$ cat src/rtl/cpsu_pkg.sv
// Shared widths and pipeline context type for the circle pair separation unit.
`timescale 1ns / 1ps
package cpsu_pkg;
    localparam int CW    = 20;        // coordinate width
    localparam int RW    = 18;        // radius width
    localparam int SW    = RW + 1;    // radius sum width
    localparam int SQW   = 42;        // squared length width, padded to even
    localparam int DW    = SQW / 2;   // distance width, one bit per root cell
    localparam int REMW  = DW + 3;    // root remainder width
    localparam int OVW   = SW;        // overlap width
    localparam int DENW  = CW;        // divisor width (twice the distance)
    localparam int NUMW  = CW + OVW;  // product width
    localparam int QW    = 20;        // quotient bits, one per divide cell
    localparam int DRW   = DENW + 1;  // divide remainder width

    typedef struct packed {
        logic signed [CW-1:0] x1;
        logic signed [CW-1:0] y1;
        logic signed [CW-1:0] x2;
        logic signed [CW-1:0] y2;
        logic [CW-1:0]        adx;
        logic [CW-1:0]        ady;
        logic                 sx;
        logic                 sy;
        logic [SW-1:0]        rsum;
        logic                 hit;
        logic                 mv;
    } t_ctx;
endpackage

$ cat src/rtl/cpsu_sqrt_cell.sv
// One cell of the square root chain: settles one bit of the distance.
`timescale 1ns / 1ps
module cpsu_sqrt_cell
    import cpsu_pkg::*;
(
    input  logic            i_clk,
    input  logic            i_rst_n,
    input  logic            i_en,
    input  logic            i_valid,
    input  t_ctx            i_ctx,
    input  logic [SQW-1:0]  i_rad,
    input  logic [REMW-1:0] i_rem,
    input  logic [DW-1:0]   i_root,
    output logic            o_valid,
    output t_ctx            o_ctx,
    output logic [SQW-1:0]  o_rad,
    output logic [REMW-1:0] o_rem,
    output logic [DW-1:0]   o_root
);
    logic [REMW-1:0] rem_sh;
    logic [REMW-1:0] trial;
    logic            ge;

    // bring down two radicand bits and try the next root bit
    assign rem_sh = {i_rem[REMW-3:0], i_rad[SQW-1 -: 2]};
    assign trial  = {{(REMW-DW-2){1'b0}}, i_root, 2'b01};
    assign ge     = (rem_sh >= trial);

    always_ff @(posedge i_clk) begin
        if (!i_rst_n) begin
            o_valid <= 1'b0;
        end else if (i_en) begin
            o_valid <= i_valid;
        end
    end

    // advance the data one cell
    always_ff @(posedge i_clk) begin
        if (i_en) begin
            o_ctx  <= i_ctx;
            o_rad  <= {i_rad[SQW-3:0], 2'b00};
            o_rem  <= ge ? (rem_sh - trial) : rem_sh;
            o_root <= {i_root[DW-2:0], ge};
        end
    end
endmodule

$ cat config.mk
export PLATFORM = sky130hd
export DESIGN_NAME = cpsu_sqrt_cell
export DESIGN_NICKNAME = d
export VERILOG_FILES = /design/src/rtl/cpsu_pkg.sv /design/src/rtl/cpsu_sqrt_cell.sv
export SDC_FILE = /design/constraint.sdc
export NUM_CORES = 1
export LEC_CHECK = 0
export BUFFER_PORTS_ARGS = -buffer_cell sky130_fd_sc_hd__clkbuf_2
export CAP_MARGIN = 20
export CORE_AREA = 2 2 183 185
export DETAILED_ROUTE_END_ITERATION = 12
export DIE_AREA = 0 0 185 187
export HOLD_SLACK_MARGIN = 0.06
export PLACE_DENSITY_LB_ADDON = 0.15
export SYNTH_ARGS = -nofsm -noshare
export SYNTH_HDL_FRONTEND = slang
export SYNTH_SLANG_ARGS = --single-unit
$ cat constraint.sdc
create_clock -name i_clk -period 3.4 [get_ports i_clk]
set_clock_uncertainty 0.05 [all_clocks]
set_input_delay 0.68 -clock i_clk [delete_from_list [all_inputs] [get_ports i_clk]]
set_output_delay 0.68 -clock i_clk [all_outputs]
set_load 0.05 [all_outputs]
# == Word level (Yosys, flattened, before mapping) ==
# Cells that the tools add are included.
# op_classes
addsub,1
n_div,0
multipliers,0
n_reduce_logical,0
n_bitwise,0
shifts,0
n_mux,1
eq_ne,0
order_cmp,1
# op_table
op,count
24-bit by 23-bit >= comparator with 1-bit output,1
24-bit two-way mux,1
24-bit by 23-bit subtractor with 24-bit output,1
# totals
ramBits,0
input_bits,234
rom_bits,0
n_memories,0
ff_bits,229
latchBits,0

# == Longest topological paths before layout ==
# logic_depth
ltp_word,2
depth_mapped,11

# == Worst setup path after synthesis ==
# No wires, ideal clock.
# synth_path
kind,input to register
start,in i_root[17]
end,"reg o_rem[18], data pin"
setup_time_ns,0.262
t_arrival_ns,2.420
path_stages,10
n_path_buf,2
setup_slack_ns,0.667
cell_sequence,inv_1 > ha_1 > buf_6 > a21oi_1 > o21ai_1 > a221o_1 > a211oi_2 > o21ai_2 > buf_6 > mux2_1
# synth_between
elab_chain_len,2
# synth_rtl
item,line_no,source
"start, declared",cpsu_sqrt_cell.sv:13,"input logic [DW-1:0] i_root,"
24-bit by 23-bit >= comparator with 1-bit output,cpsu_sqrt_cell.sv:27,assign ge = (rem_sh >= trial);
24-bit two-way mux,cpsu_sqrt_cell.sv:42,o_rem <= ge ? (rem_sh - trial) : rem_sh;
"end signal, assigned",cpsu_sqrt_cell.sv:42,
"end, declared",cpsu_sqrt_cell.sv:17,"output logic [REMW-1:0] o_rem,"
# Every way passes these cells.
# A chain may end at the register's enable or synchronous reset.

# == Worst setup path after layout ==
# layout_path
start,in i_root[0]
end,"reg o_rem[22], data pin"
# layout_between
elab_chain_len,2
elab_cells_between_ends,3
# layout_rtl
item,line_no
24-bit by 23-bit subtractor with 24-bit output / 24-bit by 23-bit >= comparator with 1-bit output (equally long branches),"cpsu_sqrt_cell.sv:42, cpsu_sqrt_cell.sv:27"
24-bit two-way mux *,cpsu_sqrt_cell.sv:42
# Every way passes the cells marked *; elsewhere a longest branch is shown, timed or not.

==> run summary <==
fraction of synthesized cell area taken by the top area cell type -> 80.1%
# Post-CTS Setup Buffers -> 0
Final Hold Fails -> 0
number of gates resized after CTS -> 0
sequential-to-total area share from yosys stat -> 80.4%
achievable clock frequency -> 379 MHz
min-delay worst type -> input port to flop
total CTS buffers -> 27
Core Area -> 32900 um^2
DR vias/cell -> 4.13
TritonCTS clock tree -> yes
unrepaired setup endpoints after global routing -> no
total overflow reported by the global router -> 0
beginning of the worst hold path -> i_rad[5]
Final TNS setup -> 0 ns
fin nets -> 1232
run status -> completed
flip-flop cell with the highest count after synthesis -> sky130_fd_sc_hd__edfxtp_1
total routing usage reported by global routing -> 14.1%
Post-CTS Hold Buffers -> 0
length of the first detailed-routing pass in iterations -> 5
global-route wire length before repair -> 36.5 mm
endpoint of the worst register-to-register path -> o_valid$_SDFFE_PN0P_
most area-consuming cells after synthesis -> sky130_fd_sc_hd__edfxtp_1, sky130_fd_sc_hd__ha_1, sky130_fd_sc_hd__a21oi_1
initial core utilization -> 26.0%
leak pwr -> 5.40 nW
Chip Width -> 185 um
remaining antenna violation count -> 0
cell area after placement -> 11500 um^2
clock sinks -> 229
number of antenna violations at the first check in global routing -> 4
number of DRC violations after detailed routing -> 0
layout cell share with drive strength beyond 1 -> 52.7%
total wire length -> 25.8 mm
type of element launching the critical path -> input port
fraction of registers with async set or reset after synthesis -> 0%
setup slack of the worst register-to-register path -> 2.76 ns
max-cap violation count -> 0
WHS Endpoint -> o_rad[7]$_DFFE_PP_
worst slew margin relative to its limit -> 55.5%
most instantiated cells after synthesis -> sky130_fd_sc_hd__edfxtp_1, sky130_fd_sc_hd__a21oi_1, sky130_fd_sc_hd__inv_1
Critical Path Sink Type -> flop
area growth from synthesis to final layout -> 44.1%
PortBufs -> 460
required time of the worst setup path -> 3.64 ns
H-tree levels -> 1
netlist area before placement -> 8540 um^2
startpoint of the worst-slack reg-to-reg timing path -> o_valid$_SDFFE_PN0P_
total number of yosys warnings -> 0
largest net degree at the start of global routing -> 80
height of the die -> 187 um
row cnt -> 67
register bit count reported by yosys -> 229
Post-synth EDFFs -> 228
Multi-input gate area -> 1500 um^2
vias in the first global route -> 5986
Worst Hold Depth -> 1
worst skew pair latency -> 0.55 ns
die outline area -> 34600 um^2
sequential cell area -> 6870 um^2
Max Root-Sink Buffers -> 3
I/O pin total -> 465
Syn Area/Cell -> 17.6 um^2
pin slew with the least headroom to its limit -> 0.668 ns
crit path kind -> input port to flop
signal arrival time at the worst endpoint -> 2.88 ns
length in cells of the worst reg-to-reg path -> 2
gp weighted congestion -> 0.793
half-perimeter wire length of the detailed placement result -> 20.2 mm
dominant cell by count in the synthesized netlist -> sky130_fd_sc_hd__edfxtp_1
pwr/cell area -> 642 nW/um^2
maximum resistive drop on vdd -> 0.346 mV
fin. max-slew vios -> 0
count of unique library cells instantiated by Yosys -> 54
minimum clock period after layout -> 2.64 ns
Iter 0 DRT Violations -> 233
Final setup viols -> 0
WL/cell -> 17.9 um
Filler Cell Count -> 3288
Final period util -> 77.6%
Worst Path Max Fanout -> 4
post-route setup slack -> 0.763 ns
via count of the routed design -> 5967
register clock-pin slew on the reported worst setup and hold paths -> 0.06 ns
post-route cell area -> 12300 um^2
library cell occupying the most area in the post-synthesis netlist -> sky130_fd_sc_hd__edfxtp_1
worst setup timing slack at the placement stage -> 0.210 ns
CTS root buffer -> sky130_fd_sc_hd__clkbuf_16
cell count after synthesis -> 485
-- cells in the final DEF, fill, tap and decap left out, types with 3 or more instances in the layout --
| cell | n |
|---|---|
| sky130_fd_sc_hd__nor3_1 | 4 |
| sky130_fd_sc_hd__a21o_1 | 3 |
| sky130_fd_sc_hd__buf_4 | 7 |
| sky130_fd_sc_hd__clkinv_1 | 6 |
| sky130_fd_sc_hd__xor2_1 | 11 |
| sky130_fd_sc_hd__nand2_1 | 23 |
| sky130_fd_sc_hd__nand2b_1 | 3 |
| sky130_fd_sc_hd__xnor2_1 | 8 |
| sky130_fd_sc_hd__edfxtp_1 | 228 |
| sky130_fd_sc_hd__nand3_1 | 4 |
| sky130_fd_sc_hd__clkinv_2 | 9 |
| sky130_fd_sc_hd__mux2_1 | 3 |
| sky130_fd_sc_hd__buf_12 | 3 |
| sky130_fd_sc_hd__o21ai_0 | 17 |
| sky130_fd_sc_hd__nand4_1 | 4 |
| sky130_fd_sc_hd__clkbuf_2 | 459 |
| sky130_fd_sc_hd__ha_1 | 23 |
| sky130_fd_sc_hd__a21oi_1 | 38 |
| sky130_fd_sc_hd__nor2_1 | 25 |
| sky130_fd_sc_hd__clkbuf_16 | 27 |
| sky130_fd_sc_hd__inv_1 | 30 |
| sky130_fd_sc_hd__o21a_1 | 6 |
-- logic make-up after synthesis --
group / count (synthesis) / synth area share [%]
AOI/OAI and AO/OA: 90 / 6.91
xor gates and xnor gates: 19 / 1.95
adders and majority gates: 23 / 3.37
buffers and inverters: 40 / 2.09
DFF: 229 / 80.4
muxes: 9 / 1.24
other: 1 / 0.0439
and+or+nand+nor: 74 / 4.01
-- through the flow --
stage          cells  util, %  power (mW)  hold WS [ns]
2_1_floorplan    486        -        4.67         0.693
3_3_place_gp    1394     34.9        5.20         0.453
3_5_place_dp    1394     34.9        5.21         0.468
4_1_cts         1443     37.5        8.04         0.212
5_1_grt         1443     37.5        8.23         0.212
6_report        1444     37.5        7.91         0.249
-- metal layers --
layer / GRT usage [%] / wire length [um] / vias to the layer above / part of all wire [%]
met5: 0 / 27 / - / 0.10
met4: 2.75 / 478 / 4 / 1.9
met3: 5.70 / 2730 / 40 / 11
met2: 26.5 / 13500 / 267 / 52
met1: 14.5 / 9110 / 2815 / 35
li1: - / - / 2841 / -
-- layout make-up --
type / count / area share [%]
Antenna cell: 1 / 0.0203
Clock buffer: 29 / 5.55
Clock inverter: 20 / 1.32
Inverter: 30 / 0.914
Multi-Input combinational cell: 217 / 12.2
Sequential cell: 229 / 55.8
Tap cell: 448 / 4.55
Timing Repair Buffer: 470 / 19.7
-- worst max-delay path: stages --
cell	delay, ns
sky130_fd_sc_hd__clkbuf_2	0.09
sky130_fd_sc_hd__inv_1	0.04
sky130_fd_sc_hd__ha_1	0.33
sky130_fd_sc_hd__nor2b_1	0.29
sky130_fd_sc_hd__o21bai_4	0.09
sky130_fd_sc_hd__a21oi_2	0.24
sky130_fd_sc_hd__a41oi_2	0.24
sky130_fd_sc_hd__o41ai_1	0.43
sky130_fd_sc_hd__xor2_1	0.12
sky130_fd_sc_hd__mux2_1	0.31
-- sequential cells by signal, indices dropped and copies added (netlist names) --
| name | count |
|---|---|
| o_ctx | 143 |
| o_root | 21 |
| o_rad | 40 |
| o_rem | 24 |
| o_valid | 1 |
-- worst max path at each step --
stage                           from             endpoint  slack (ns)
after floorplan           i_root[17]  o_rem[18]$_DFFE_PP_        0.67
after global placement     i_root[0]  o_rem[22]$_DFFE_PP_        0.20
after detailed placement   i_root[0]  o_rem[22]$_DFFE_PP_        0.21
after CTS                  i_root[0]  o_rem[22]$_DFFE_PP_        0.79
after global routing       i_root[0]  o_rem[22]$_DFFE_PP_        0.70
final                      i_root[0]  o_rem[22]$_DFFE_PP_        0.76
-- power by group --
group / switching (mW) / leakage [nW] / internal [mW]
sequential: 0.0620 / 2.24 / 3.39
combinational: 1.28 / 2.74 / 0.399
clock: 1.18 / 0.418 / 1.60
total: 2.51 / 5.40 / 5.39
(Power assumes the default switching activity.)
