**src/rtl/cpsu_pkg.sv**
```systemverilog
// Shared widths and pipeline context type for the circle pair separation unit.
`timescale 1ns / 1ps
package cpsu_pkg;
    localparam int CW    = 20;        // coordinate width
    localparam int RW    = 18;        // radius width
    localparam int SW    = RW + 1;    // radius sum width
    localparam int SQW   = 42;        // squared length width, padded to even
    localparam int DW    = SQW / 2;   // distance width, one bit per root cell
    localparam int REMW  = DW + 3;    // root remainder width
    localparam int OVW   = SW;        // overlap width
    localparam int DENW  = CW;        // divisor width (twice the distance)
    localparam int NUMW  = CW + OVW;  // product width
    localparam int QW    = 20;        // quotient bits, one per divide cell
    localparam int DRW   = DENW + 1;  // divide remainder width

    typedef struct packed {
        logic signed [CW-1:0] x1;
        logic signed [CW-1:0] y1;
        logic signed [CW-1:0] x2;
        logic signed [CW-1:0] y2;
        logic [CW-1:0]        adx;
        logic [CW-1:0]        ady;
        logic                 sx;
        logic                 sy;
        logic [SW-1:0]        rsum;
        logic                 hit;
        logic                 mv;
    } t_ctx;
endpackage

```
**src/rtl/cpsu_div_cell.sv**
```systemverilog
// One cell of the divide chain: settles one quotient bit for both axes.
`timescale 1ns / 1ps
module cpsu_div_cell
    import cpsu_pkg::*;
(
    input  logic                 i_clk,
    input  logic                 i_rst_n,
    input  logic                 i_en,
    input  logic                 i_valid,
    input  t_ctx                 i_ctx,
    input  logic [DENW-1:0]      i_den,
    input  logic [1:0][QW-1:0]   i_num,
    input  logic [1:0][DRW-1:0]  i_rem,
    input  logic [1:0][QW-1:0]   i_q,
    output logic                 o_valid,
    output t_ctx                 o_ctx,
    output logic [DENW-1:0]      o_den,
    output logic [1:0][QW-1:0]   o_num,
    output logic [1:0][DRW-1:0]  o_rem,
    output logic [1:0][QW-1:0]   o_q
);
    logic [1:0][DRW-1:0] rem_sh;
    logic [1:0]          ge;

    // shift in one dividend bit per lane and subtract where it fits
    always_comb begin
        for (int l = 0; l < 2; l++) begin
            rem_sh[l] = {i_rem[l][DRW-2:0], i_num[l][QW-1]};
            ge[l]     = (rem_sh[l] >= {1'b0, i_den});
        end
    end

    always_ff @(posedge i_clk) begin
        if (!i_rst_n) begin
            o_valid <= 1'b0;
        end else if (i_en) begin
            o_valid <= i_valid;
        end
    end

    always_ff @(posedge i_clk) begin
        if (i_en) begin
            o_ctx <= i_ctx;
            o_den <= i_den;
            for (int l = 0; l < 2; l++) begin
                o_num[l] <= {i_num[l][QW-2:0], 1'b0};
                o_rem[l] <= ge[l] ? (rem_sh[l] - {1'b0, i_den}) : rem_sh[l];
                o_q[l]   <= {i_q[l][QW-2:0], ge[l]};
            end
        end
    end
endmodule

```
**config.mk**
```make
export PLATFORM = sky130hd
export DESIGN_NAME = cpsu_div_cell
export DESIGN_NICKNAME = d
export VERILOG_FILES = /design/src/rtl/cpsu_pkg.sv /design/src/rtl/cpsu_div_cell.sv
export SDC_FILE = /design/constraint.sdc
export NUM_CORES = 1
export LEC_CHECK = 0
export BUFFER_PORTS_ARGS = -buffer_cell sky130_fd_sc_hd__buf_2
export CAP_MARGIN = 20
export CORE_AREA = 3 3 220 222
export CTS_CLUSTER_DIAMETER = 40
export DETAILED_ROUTE_END_ITERATION = 8
export DIE_AREA = 0 0 223 225
export SYNTH_ARGS = -nofsm -noshare
export SYNTH_HDL_FRONTEND = slang
export SYNTH_SLANG_ARGS = --single-unit
```
**constraint.sdc**
```tcl
create_clock -name i_clk -period 2.7 [get_ports i_clk]
set_clock_uncertainty 0.15 [all_clocks]
set_input_delay 0.405 -clock i_clk [delete_from_list [all_inputs] [get_ports i_clk]]
set_output_delay 0.405 -clock i_clk [all_outputs]
set_load 0.03 [all_outputs]
```
# == After elaboration in Yosys (flattened, before gate mapping) ==
# Index checks and enable logic that the tools add are counted.
# totals
regBits,284
inputBits,289
output_inout_bits,286
# op_classes
n_mux,2
n_addsub,2
order_cmp,2
# op_table
operator,n
greater-or-equal comparator 21 x 20 -> 1 bit,2
two-way mux 21 bit,2
subtractor 21 x 20 -> 21 bit,2

# == Depth between registers and ports, before layout ==
# Gate-level depths: netlist (run 1).
# logic_depth
depth_word,2
mapped_depth,11
depth_no_buf,10

# == Worst setup path after synthesis (run 1) ==
# OpenSTA, ideal clock, no wires.
# synth_path
kind,input to register
startpoint,in i_num[19] in the netlist's numbering
endpoint,reg o_rem[20] in the netlist's numbering (data pin)
stages,10
t_required_ns,2.290
t_arrival_ns,2.424
setup_ns,0.260
setup_slack_ns,-0.134
cell_sequence,inv_1 -> ha_1 -> fa_1 -> nand2b_1 -> a21oi_1 -> a211oi_1 -> o311ai_1 -> a211oi_2 -> o21ai_0 -> mux2_2
# synth_via
elab_chain_len,2
word_cells_on_any_way,3
cone_classes,add/sub (1); order compare (1); mux (1)
# synth_lines
item,line_no,text
"start, declared",cpsu_div_cell.sv:12,"input logic [1:0][QW-1:0] i_num,"
subtractor 21 x 20 -> 21 bit / greater-or-equal comparator 21 x 20 -> 1 bit (equally long branches),"cpsu_div_cell.sv:47, cpsu_div_cell.sv:29",
two-way mux 21 bit *,cpsu_div_cell.sv:47,"o_rem[l] <= ge[l] ? (rem_sh[l] - {1'b0, i_den}) : rem_sh[l];"
"end signal, assigned by index",cpsu_div_cell.sv:47,
"end, declared",cpsu_div_cell.sv:19,"output logic [1:0][DRW-1:0] o_rem,"
# Mark *: on every way between the ends. The rest lies on a longest branch, timed or not.
# A chain may end at the register's enable or synchronous reset.

# == Worst setup path in the final report (run 1) ==
# layout_path
startpoint,in i_rem[31] in the netlist's numbering
endpoint,reg o_rem[34] in the netlist's numbering (data pin)
# layout_via
elab_chain_len,2
word_cells_on_any_way,3
cone_classes,add/sub (1); order compare (1); mux (1)
# layout_lines
item,line_no,text
"start, declared",cpsu_div_cell.sv:13,"input logic [1:0][DRW-1:0] i_rem,"
subtractor 21 x 20 -> 21 bit / greater-or-equal comparator 21 x 20 -> 1 bit (equally long branches),"cpsu_div_cell.sv:47, cpsu_div_cell.sv:29",
two-way mux 21 bit *,cpsu_div_cell.sv:47,
# Marks and branches as above.

==> out/results.tsv, run 1 <==
stage	metric	value	unit
run_status	outcome	complete, no violations	
logic_synthesis	yosys_warnings	0	
setup_path	r2r_slack	1410	ps
die	core	46600	um2
die	die_h	225	um
pwr	p_leak	8.84	nW
setup_path	required	2850	ps
pwr	ir_worst_vdd	0.000599	V
finish	nets	1993	
global_route	grt_remaining_overflow	0	
setup_path	end_kind	register	
logic_synthesis	synth.avg_cell_area	16.7	um2
timing	slew_violations	0	
setup_path	regToRegEndpoint	o_valid$_SDFFE_PN0P_	
setup_path	critPathMaxStageDelay	530	ps
logic_synthesis	yosysMostFrequentCell	edfxtp_1	
clocking	cts_buffer_depth	3	
logic_synthesis	synth_cells	671	
clocking	path_clk_slew	50	ps
logic_synthesis	synthTopCellsByArea	edfxtp_1 76%, ha_1 4.5%, a21oi_1 2.1%	
timing	relSlewSlack	66.6	%
logic_synthesis	ys_seq_area_share	75.8	%
timing	period_needed	2650	ps
timing	rsz0062_at_grt	no	
timing	fmax	377	MHz
timing	tightest_slew	501	ps
setup_path	reg2reg_depth	3	
logic_synthesis	yosys_most_used_dff	edfxtp_1	
pwr	powerDensity	727	nW/um2
detailed_routing	drc	0	
setup_path	slowest_stage	dlygate4sd3_1	
die	die_area	50200	um2
worst_hold_path	hold_class	primary input to register	
clocking	cts_inserted_buffers	49	
detailed_routing	first_pass_iters	5	
timing	setup_tns	0	ps
clocking	cts_max_level	2	
placement	pre_cts_slack	-371	ps
logic_synthesis	synth_edf_count	283	
global_route	grt_pass1_wl	69900	um
detailed_routing	vias_per_cell	4.32	
timing	setup_viol	0	
global_route	antenna_found_initial	10	
clocking	cts_tree	done	
setup_path	crit_type	primary input to register	
clocking	clkLatencyLatePin	570	ps
timing	fin_ws	48.8	ps
clocking	cts_root_buffer	clkbuf_16	
job	drv_cap	0	
placement	dp_hpwl	37600	um
setup_path	cp_cell_sequence	dlygate4sd3_1 > buf_2 > ha_2 > nand2_1 > o41a_1 > o21ai_4 > buf_6 > mux2_2	
clocking	cts_sinks	284	
global_route	gr-usage-all-layers	19.0	%
detailed_routing	detail-route-antenna-nets	0	
detailed_routing	wl	49700	um
timing	period_share	98.2	%
setup_path	r2r-start	o_valid$_SDFFE_PN0P_	
setup_path	worst_setup_path_start_kind	primary input	
detailed_routing	wl_per_cell	21.5	um
logic_synthesis	ys_ff_latch	284	
die	num_rows	79	
logic_synthesis	synth_cell_types	54	
logic_synthesis	synthesis.area	11200	um2
die	start_util	24.1	%
die	pin_count	575	
die	die_x	223	um
timing	fin_hold_ws	39.6	ps
global_route	grt_pass1_vias	10400	
placement	placed_cells	1965	
detailed_routing	drt-initial-drc-count	523	
detailed_routing	vias	9996	
placement	portBuffers	568	
timing	final_hold_viol_count	0	
setup_path	path_max_fanout	7	
logic_synthesis	synth_top_cell_by_area	edfxtp_1	
worst_hold_path	hold_depth	2	
worst_hold_path	hold_path_end	o_rem[15]$_DFFE_PP_	
logic_synthesis	synth_top_area_share	75.6	%
finish	final_cell_count_no_fill	2312	
placement	place_congestion	0.840	
finish	syn_to_final_growth	81.2	%
setup_path	cp.arrival	2800	ps
global_route	grt_max_degree	59	
logic_synthesis	ys_async_sr_fraction	0	%
worst_hold_path	hp-start	i_rem[14]	
logic_synthesis	ys_top_cells_by_count	283 x edfxtp_1, 48 x a21oi_1, 40 x ha_1, 32 x inv_1, 30 x nor2_1	
finish	drive_above_1_share	49.4	%
[report_power, final]
group / total, mW / leakage [nW] / internal, mW / switching (mW)
registers: 5.45 / 2.78 / 5.33 / 0.120
logic: 3.03 / 5.25 / 1.21 / 1.81
clock network: 6.32 / 0.817 / 3.91 / 2.41
[registers in the layout, indices dropped and copies added, names as in the netlist]
name     flops
o_valid      1
o_rem       42
o_num       38
o_ctx      143
o_den       20
o_q         40
[worst max-delay path: cells and delay by family]
family,cells,cell delay (ps)
AO/OA/AOI/OAI,2,690
adder cells (fa/ha/maj),1,390
buffers and inverters,3,860
multiplexers,1,340
AND/OR/NAND/NOR,1,110
[through the flow]
step / util [%] / instance area (um2) / total power [mW]
5_1_grt: 43.7 / 20400 / 15.4
3_3_place_gp: 34.4 / 16000 / 8.19
6_report: 43.7 / 20400 / 14.8
4_1_cts: 43.4 / 20200 / 15.0
2_1_floorplan: - / 11400 / 6.95
3_5_place_dp: 34.4 / 16000 / 8.21
[layer usage]
layer  global-route usage, %  routed length (um)
met1                    21.3               18300
met2                    31.8               24100
met3                    5.73                3920
met4                    11.6                3200
met5                       0                  95
[placed cells by master (no fill, tap or decap), types with 18 or more instances in the layout]
master         count
buf_2            563
inv_1             31
ha_1              28
edfxtp_1         283
a21oi_1           45
xnor2_1           21
nor2_1            30
nand2_1           23
o21ai_0           18
clkbuf_16         50
buf_4            136
dlygate4sd3_1    249
[worst max path at each step]
stage	start	end	slack [ps]	cells after the start
detailed placement	i_den[0]	o_rem[20]$_DFFE_PP_	-370	11
floorplan	i_den[8]	o_rem[15]$_DFFE_PP_	-10	10
global placement	i_den[0]	o_rem[20]$_DFFE_PP_	-350	11
CTS	i_rem[34]	o_rem[34]$_DFFE_PP_	20	10
finish	i_rem[31]	o_rem[34]$_DFFE_PP_	50	8
global route	i_rem[31]	o_rem[34]$_DFFE_PP_	9	8
[area by class of cell]
cell class                 instances  area, um2
clock inverter                    41        459
tap                              607        759
inverter                          32        133
timing repair buffer             960       6530
fill                            4247      26200
sequential                       284       8520
clock buffer                      50       1230
multi-input combinational        335       2720
antenna                            3       7.51
[repair_timing]
action                     4_1_cts  5_1_grt
setup endpoints to repair        0       17
gates resized for setup          0       23
buffers inserted                 0        4
hold endpoints to repair       251        0
hold buffers                   252        0
[cells by family (layout without fill, tap and decap cells)]
logic type | after synthesis | in the layout | share of synthesized area [%]
other | 1 | 5 | 0.0334
buffers and inverters | 53 | 1083 | 2.08
AO/OA/AOI/OAI | 127 | 127 | 7.32
adder cells (fa/ha/maj) | 42 | 42 | 4.81
AND/OR/NAND/NOR | 101 | 101 | 4.40
XOR/XNOR | 33 | 33 | 2.57
flip-flops | 284 | 284 | 75.8
multiplexers | 30 | 30 | 2.96
(Power assumes the default switching activity.)
==> run 2, diff against run 1 <==
--- a/config.mk
+++ b/config.mk
@@ -9,8 +9,10 @@
 export CAP_MARGIN = 20
 export CORE_AREA = 3 3 220 222
 export CTS_CLUSTER_DIAMETER = 40
+export CTS_CLUSTER_SIZE = 12
 export DETAILED_ROUTE_END_ITERATION = 8
 export DIE_AREA = 0 0 223 225
+export RECOVER_POWER = 50
 export SYNTH_ARGS = -nofsm -noshare
 export SYNTH_HDL_FRONTEND = slang
 export SYNTH_SLANG_ARGS = --single-unit
==> run 2 against run 1 <==
- the flow now finishes with violations (capacitance limit, slew limit)
- cell area about the same
- sequential power about the same
- register-to-register slack about the same
- non-clock buffer count increased by 4
- first-iteration DRC count increased by 9.9%
- critical path depth increased by 1
- global-route usage increased by 0.11 points
- worst hold slack got worse by 3.9 ps
- count of clock-buffer cells in the layout increased by 3
- maximum frequency increased by 0.33%
- critical path type unchanged
==> out/results.tsv, run 2 (synthesis results as in run 1) <==
stage	metric	value	unit	change
run_status	outcome	finished, violations left		
run_status	violations	capacitance limit, slew limit		
setup_path	required	2860	ps	about the same
die	core	46600	um2	unchanged
setup_path	path_max_fanout	7		unchanged
setup_path	slowest_stage	dlygate4sd3_1		
clocking	path_clk_slew	50	ps	about the same
die	start_util	24.1	%	unchanged
detailed_routing	drc	0		unchanged
timing	setup_tns	0	ps	unchanged
placement	place_congestion	0.840		unchanged
timing	rsz0062_at_grt	no		
worst_hold_path	hp-start	i_num[19]		
setup_path	end_kind	register		
clocking	cts_sinks	284		unchanged
placement	dp_hpwl	37600	um	unchanged
finish	largest_register_ffs	143		unchanged
pwr	ir_worst_vdd	0.000833	V	+39%
global_route	grt_remaining_overflow	0		unchanged
die	num_rows	79		unchanged
clocking	cts_root_buffer	clkbuf_16		
worst_hold_path	hold_depth	3		+1
setup_path	regToRegEndpoint	o_valid$_SDFFE_PN0P_		
finish	final_cell_count_no_fill	2317		+0.22%
setup_path	reg2reg_depth	3		unchanged
setup_path	r2r-start	o_valid$_SDFFE_PN0P_		
timing	slew_violations	30		+30
detailed_routing	drt-initial-drc-count	575		+9.9%
timing	fmax	378	MHz	+0.33%
die	die_x	223	um	unchanged
pwr	powerDensity	726	nW/um2	about the same
setup_path	crit_type	primary input to register		
timing	period_share	97.9	%	-0.33 points
finish	final_cell_mix	524 x buf_2, 283 x edfxtp_1, 250 x dlygate4sd3_1, 131 x buf_4, 50 x clkbuf_16		
job	drv_cap	2		+2
die	pin_count	575		unchanged
finish	drive_above_1_share	47.3	%	-2.1 points
timing	tightest_slew	1790	ps	+1290 ps
finish	top_register	o_ctx		
placement	placed_cells	1965		unchanged
global_route	gr-usage-all-layers	19.1	%	+0.11 points
global_route	grt_pass1_wl	70400	um	+0.63%
setup_path	critPathMaxStageDelay	530	ps	about the same
timing	setup_viol	0		unchanged
clocking	cts_max_level	2		unchanged
detailed_routing	vias	10100		+1.0%
worst_hold_path	hold_class	primary input to register		
setup_path	worst_setup_path_start_kind	primary input		
die	die_h	225	um	unchanged
pwr	p_leak	8.75	nW	-0.99%
setup_path	r2r_slack	1400	ps	about the same
timing	period_needed	2640	ps	-8.81 ps
setup_path	cp_cell_sequence	dlygate4sd3_1 > buf_2 > ha_2 > nand2_1 > o41a_1 > o21ai_2 > buf_4 > buf_8 > mux2_1		
finish	finalCoreUtilization	43.7	%	about the same
global_route	antenna_found_initial	10		unchanged
detailed_routing	wl	50200	um	+1.0%
detailed_routing	wl_per_cell	21.7	um	+0.78%
timing	final_hold_viol_count	0		unchanged
clocking	cts_inserted_buffers	49		unchanged
clocking	clkLatencyLatePin	580	ps	about the same
global_route	grt_max_degree	59		unchanged
timing	relSlewSlack	-19.2	%	-86 points
detailed_routing	vias_per_cell	4.36		+0.82%
worst_hold_path	hold_path_end	o_rem[0]$_DFFE_PP_		
timing	fin_ws	57.6	ps	+8.81 ps
setup_path	cp.arrival	2810	ps	about the same
finish	nets	1997		+0.20%
clocking	cts_buffer_depth	3		unchanged
placement	pre_cts_slack	-371	ps	unchanged
finish	syn_to_final_growth	81.1	%	about the same
clocking	cts_tree	done		
finish	reg_top3	o_ctx: 143 flops, o_rem: 42 flops, o_q: 40 flops		
pwr	total_power	14.8	mW	-0.15%
finish	final_common_cell	buf_2		
placement	portBuffers	568		unchanged
global_route	grt_pass1_vias	10500		+0.97%
die	die_area	50200	um2	unchanged
detailed_routing	detail-route-antenna-nets	0		unchanged
detailed_routing	first_pass_iters	5		unchanged
## run 2: cell count changes in the layout (fill, tap and decap cells not counted), moves of 3 or more
cell      change
ha_1          -3
mux2_4        +7
clkbuf_2      +4
buf_4         -5
ha_4          +3
clkbuf_1     +44
inv_6         -3
buf_2        -39
mux2_1        -6
## run 2: worst max-delay path by stage
stage	start	end	slack, ps	cells after the start
2_1_floorplan	i_den[8]	o_rem[15]$_DFFE_PP_	-10	10
4_1_cts	i_den[19]	o_rem[20]$_DFFE_PP_	10	11
5_1_grt	i_den[6]	o_rem[35]$_DFFE_PP_	2	12
3_5_place_dp	i_den[0]	o_rem[20]$_DFFE_PP_	-370	11
6_report	i_rem[31]	o_rem[35]$_DFFE_PP_	60	9
3_3_place_gp	i_den[0]	o_rem[20]$_DFFE_PP_	-350	11
## run 2: metrics by stage
step / cell area (um2) / hold WS (ps)
after floorplan: 11400 / 354
final: 20300 / 35.6
after CTS: 20200 / 9.35
after global placement: 16000 / 348
after global routing: 20300 / 24.2
after detailed placement: 16000 / 365
## run 2: cell type report
type | instances | area [um2]
clock inverter | 39 | 409
sequential | 284 | 8520
antenna | 3 | 7.51
multi-input combinational | 335 | 2790
tap | 607 | 759
fill | 4251 | 26200
clock buffer | 53 | 1260
timing repair buffer | 964 | 6460
inverter | 32 | 133
## run 2: per-layer routing
layer	vias to the layer above	wire length, um	GRT usage, %
li1	4610	-	-
met1	4890	18500	21.4
met2	472	24600	32.5
met3	116	3960	5.63
met4	12	3110	11.0
met5	-	78	0
## run 2: power by group
| part | internal (mW) | switching (mW) | total [mW] |
|---|---|---|---|
| Clock | 3.86 | 2.40 | 6.27 |
| Combinational | 1.23 | 1.83 | 3.05 |
| Sequential | 5.33 | 0.121 | 5.45 |
| Total | 10.4 | 4.35 | 14.8 |
## run 2: what timing repair did
item,in CTS,in global routing
setup buffers,0,8
setup endpoints to repair,0,34
hold buffers,254,0
gates resized for setup,0,39
hold endpoints to repair,253,0
## run 2: worst max-delay path: cells and delay by family
| family | cells | cell delay (ps) |
|---|---|---|
| AND/OR/NAND/NOR | 1 | 110 |
| AO/OA/AOI/OAI | 2 | 630 |
| multiplexers | 1 | 320 |
| adder cells (fa/ha/maj) | 1 | 380 |
| buffers and inverters | 4 | 960 |
==> run 3, diff against run 2 <==
==> constraint.sdc (replaced) <==
create_clock -name i_clk -period 3.3 [get_ports i_clk]
set_clock_uncertainty 0.15 [all_clocks]
set_input_delay 0.495 -clock i_clk [delete_from_list [all_inputs] [get_ports i_clk]]
set_output_delay 0.495 -clock i_clk [all_outputs]
set_load 0.03 [all_outputs]
==> run 3 against run 2 <==
- the run still ends with capacitance limit, slew limit left
- clock power decreased by 20%
- sequential share of layout area increased by 2.8 points
- non-clock buffer count decreased by 124
- global-route usage decreased by 1.7 points
- sequential power decreased by 18%
- critical endpoint is now o_rem[26]$_DFFE_PP_
==> out/results.tsv, run 3 (synthesis results as in run 1) <==
stage	metric	value	unit	change
timing	rsz0062_at_grt	yes		
die	start_util	24.1	%	unchanged
run_status	violations	capacitance limit, slew limit		
setup_path	end_kind	register		
setup_path	cp_num_buf_inv	4		unchanged
setup_path	path_max_fanout	15		+8
finish	reg_top3	o_ctx: 143 flops, o_rem: 42 flops, o_q: 40 flops		
placement	place_area	15000	um2	-6.0%
detailed_routing	vias	9475		-6.2%
run_status	outcome	finished, violations left		
global_route	grt_max_degree	74		+25%
placement	portBuffers	568		unchanged
finish	final_cell_count_no_fill	2191		-5.4%
worst_hold_path	hold_class	primary input to register		
global_route	antenna_found_initial	10		unchanged
clocking	cts_inserted_buffers	49		unchanged
setup_path	crit_type	primary input to register		
finish	nets	1873		-6.2%
die	die_area	50200	um2	unchanged
clocking	cts_tree	done		
die	die_h	225	um	unchanged
timing	slew_violations	57		+90%
finish	syn_to_final_growth	69.9	%	
global_route	gr-usage-all-layers	17.3	%	-1.7 points
worst_hold_path	hold_depth	3		unchanged
placement	placed_cells	1857		-5.5%
detailed_routing	drc	0		unchanged
timing	setup_viol	0		unchanged
timing	tightest_slew	2490	ps	+697 ps
global_route	grt_remaining_overflow	0		unchanged
detailed_routing	first_pass_iters	5		unchanged
timing	period_share	96.8	%	
clocking	path_clk_slew	50	ps	about the same
setup_path	cp_top_family	compound AO/OA/AOI/OAI gates		
setup_path	cp_cell_sequence	dlygate4sd3_1 > buf_2 > inv_1 > ha_2 > nand3_1 > o21ai_4 > a31oi_1 > o41a_1 > o21ai_2 > buf_12 > mux2_1		
die	core	46600	um2	unchanged
die	num_rows	79		unchanged
detailed_routing	drt-initial-drc-count	458		-20%
clocking	cts_max_level	2		unchanged
die	pin_count	575		unchanged
timing	final_hold_viol_count	0		unchanged
die	die_x	223	um	unchanged
pwr	powerDensity	612	nW/um2	-16%
finish	top_register	o_ctx		
finish	finalInstanceArea	19100	um2	-6.2%
placement	place_congestion	0.832		-0.98%
pwr	p_leak	8.09	nW	-7.6%
setup_path	cp.arrival	3340	ps	+530 ps
clocking	cts_root_buffer	clkbuf_16		
setup_path	r2r_slack	2560	ps	+1160 ps
finish	final_cell_mix	537 x buf_2, 283 x edfxtp_1, 236 x dlygate4sd3_1, 52 x clkbuf_16, 46 x a21oi_1		
setup_path	required	3440	ps	+580 ps
setup_path	worst_setup_path_start_kind	primary input		
pwr	ir_worst_vdd	0.000456	V	-45%
global_route	grt_pass1_wl	64700	um	-8.1%
detailed_routing	detail-route-antenna-nets	0		unchanged
global_route	grt_pass1_vias	10100		-3.6%
timing	fmax	313	MHz	
detailed_routing	wl	46100	um	-8.2%
timing	period_needed	3200	ps	
finish	drive_above_1_share	42.8	%	-4.6 points
placement	dp_hpwl	34100	um	-9.3%
finish	largest_register_ffs	143		unchanged
setup_path	slowest_stage	dlygate4sd3_1		
detailed_routing	vias_per_cell	4.32		-0.79%
detailed_routing	wl_per_cell	21.0	um	-2.9%
job	drv_cap	1		-1
timing	relSlewSlack	-66.0	%	-47 points
clocking	clkLatencyLatePin	550	ps	-30 ps
setup_path	reg2reg_depth	2		-1
setup_path	crit_cells	11		+2
setup_path	critPathMaxStageDelay	510	ps	-20 ps
finish	final_common_cell	buf_2		
clocking	cts_buffer_depth	3		unchanged
clocking	cts_sinks	284		unchanged
## run 3: what timing repair did
action                                  in CTS  in global routing
buffers inserted                             0                  4
endpoints found under the setup margin       0                 11
hold buffers                               236                  0
gates resized for setup                      0                  9
endpoints found under the hold margin      236                  0
## run 3: final cells by class
type                            instances  area (um2)
Fill cell                            4298       27500
Clock inverter                         30         339
Multi-Input combinational cell        335        2540
Timing Repair Buffer                  840        5500
Sequential cell                       284        8520
Antenna cell                            6        15.0
Tap cell                              607         759
Clock buffer                           57        1300
Inverter                               32         120
## run 3: power by group
part | internal (mW) | leakage, nW | switching [mW]
Combinational | 0.812 | 4.53 | 1.42
Sequential | 4.36 | 2.78 | 0.0956
Clock | 3.17 | 0.781 | 1.83
## run 3: worst register-to-register path, stage by stage (launching register included)
cell and delay (ps):
dfxtp_1 300, mux2i_1 120, nor2b_1 60
## run 3: metal layers
metal	vias up	track usage [%]	part of all wire, %
met5	-	0	0.074
met1	4550	18.4	35
li1	4355	-	-
met4	6	11.0	6.8
met3	112	5.64	7.6
met2	452	29.9	50
## run 3: final timing paths
check | start | endpoint
min reg2reg | o_valid$_SDFFE_PN0P_ | o_valid$_SDFFE_PN0P_
max | i_den[3] | o_rem[26]$_DFFE_PP_
min | i_valid | o_valid$_SDFFE_PN0P_
max reg2reg | o_valid$_SDFFE_PN0P_ | o_valid$_SDFFE_PN0P_
## run 3: metrics by stage
step	setup TNS (ps)	total power, mW	hold WS (ps)	setup slack, ps	util, %
4_1_cts	0	11.8	4.37	135	40.9
6_report	0	11.7	68.1	104	41.0
3_3_place_gp	0	6.49	344	53.1	32.3
2_1_floorplan	0	5.65	444	376	-
3_5_place_dp	0	6.50	367	58.0	32.3
5_1_grt	-63.8	12.1	57.6	-20.7	41.0
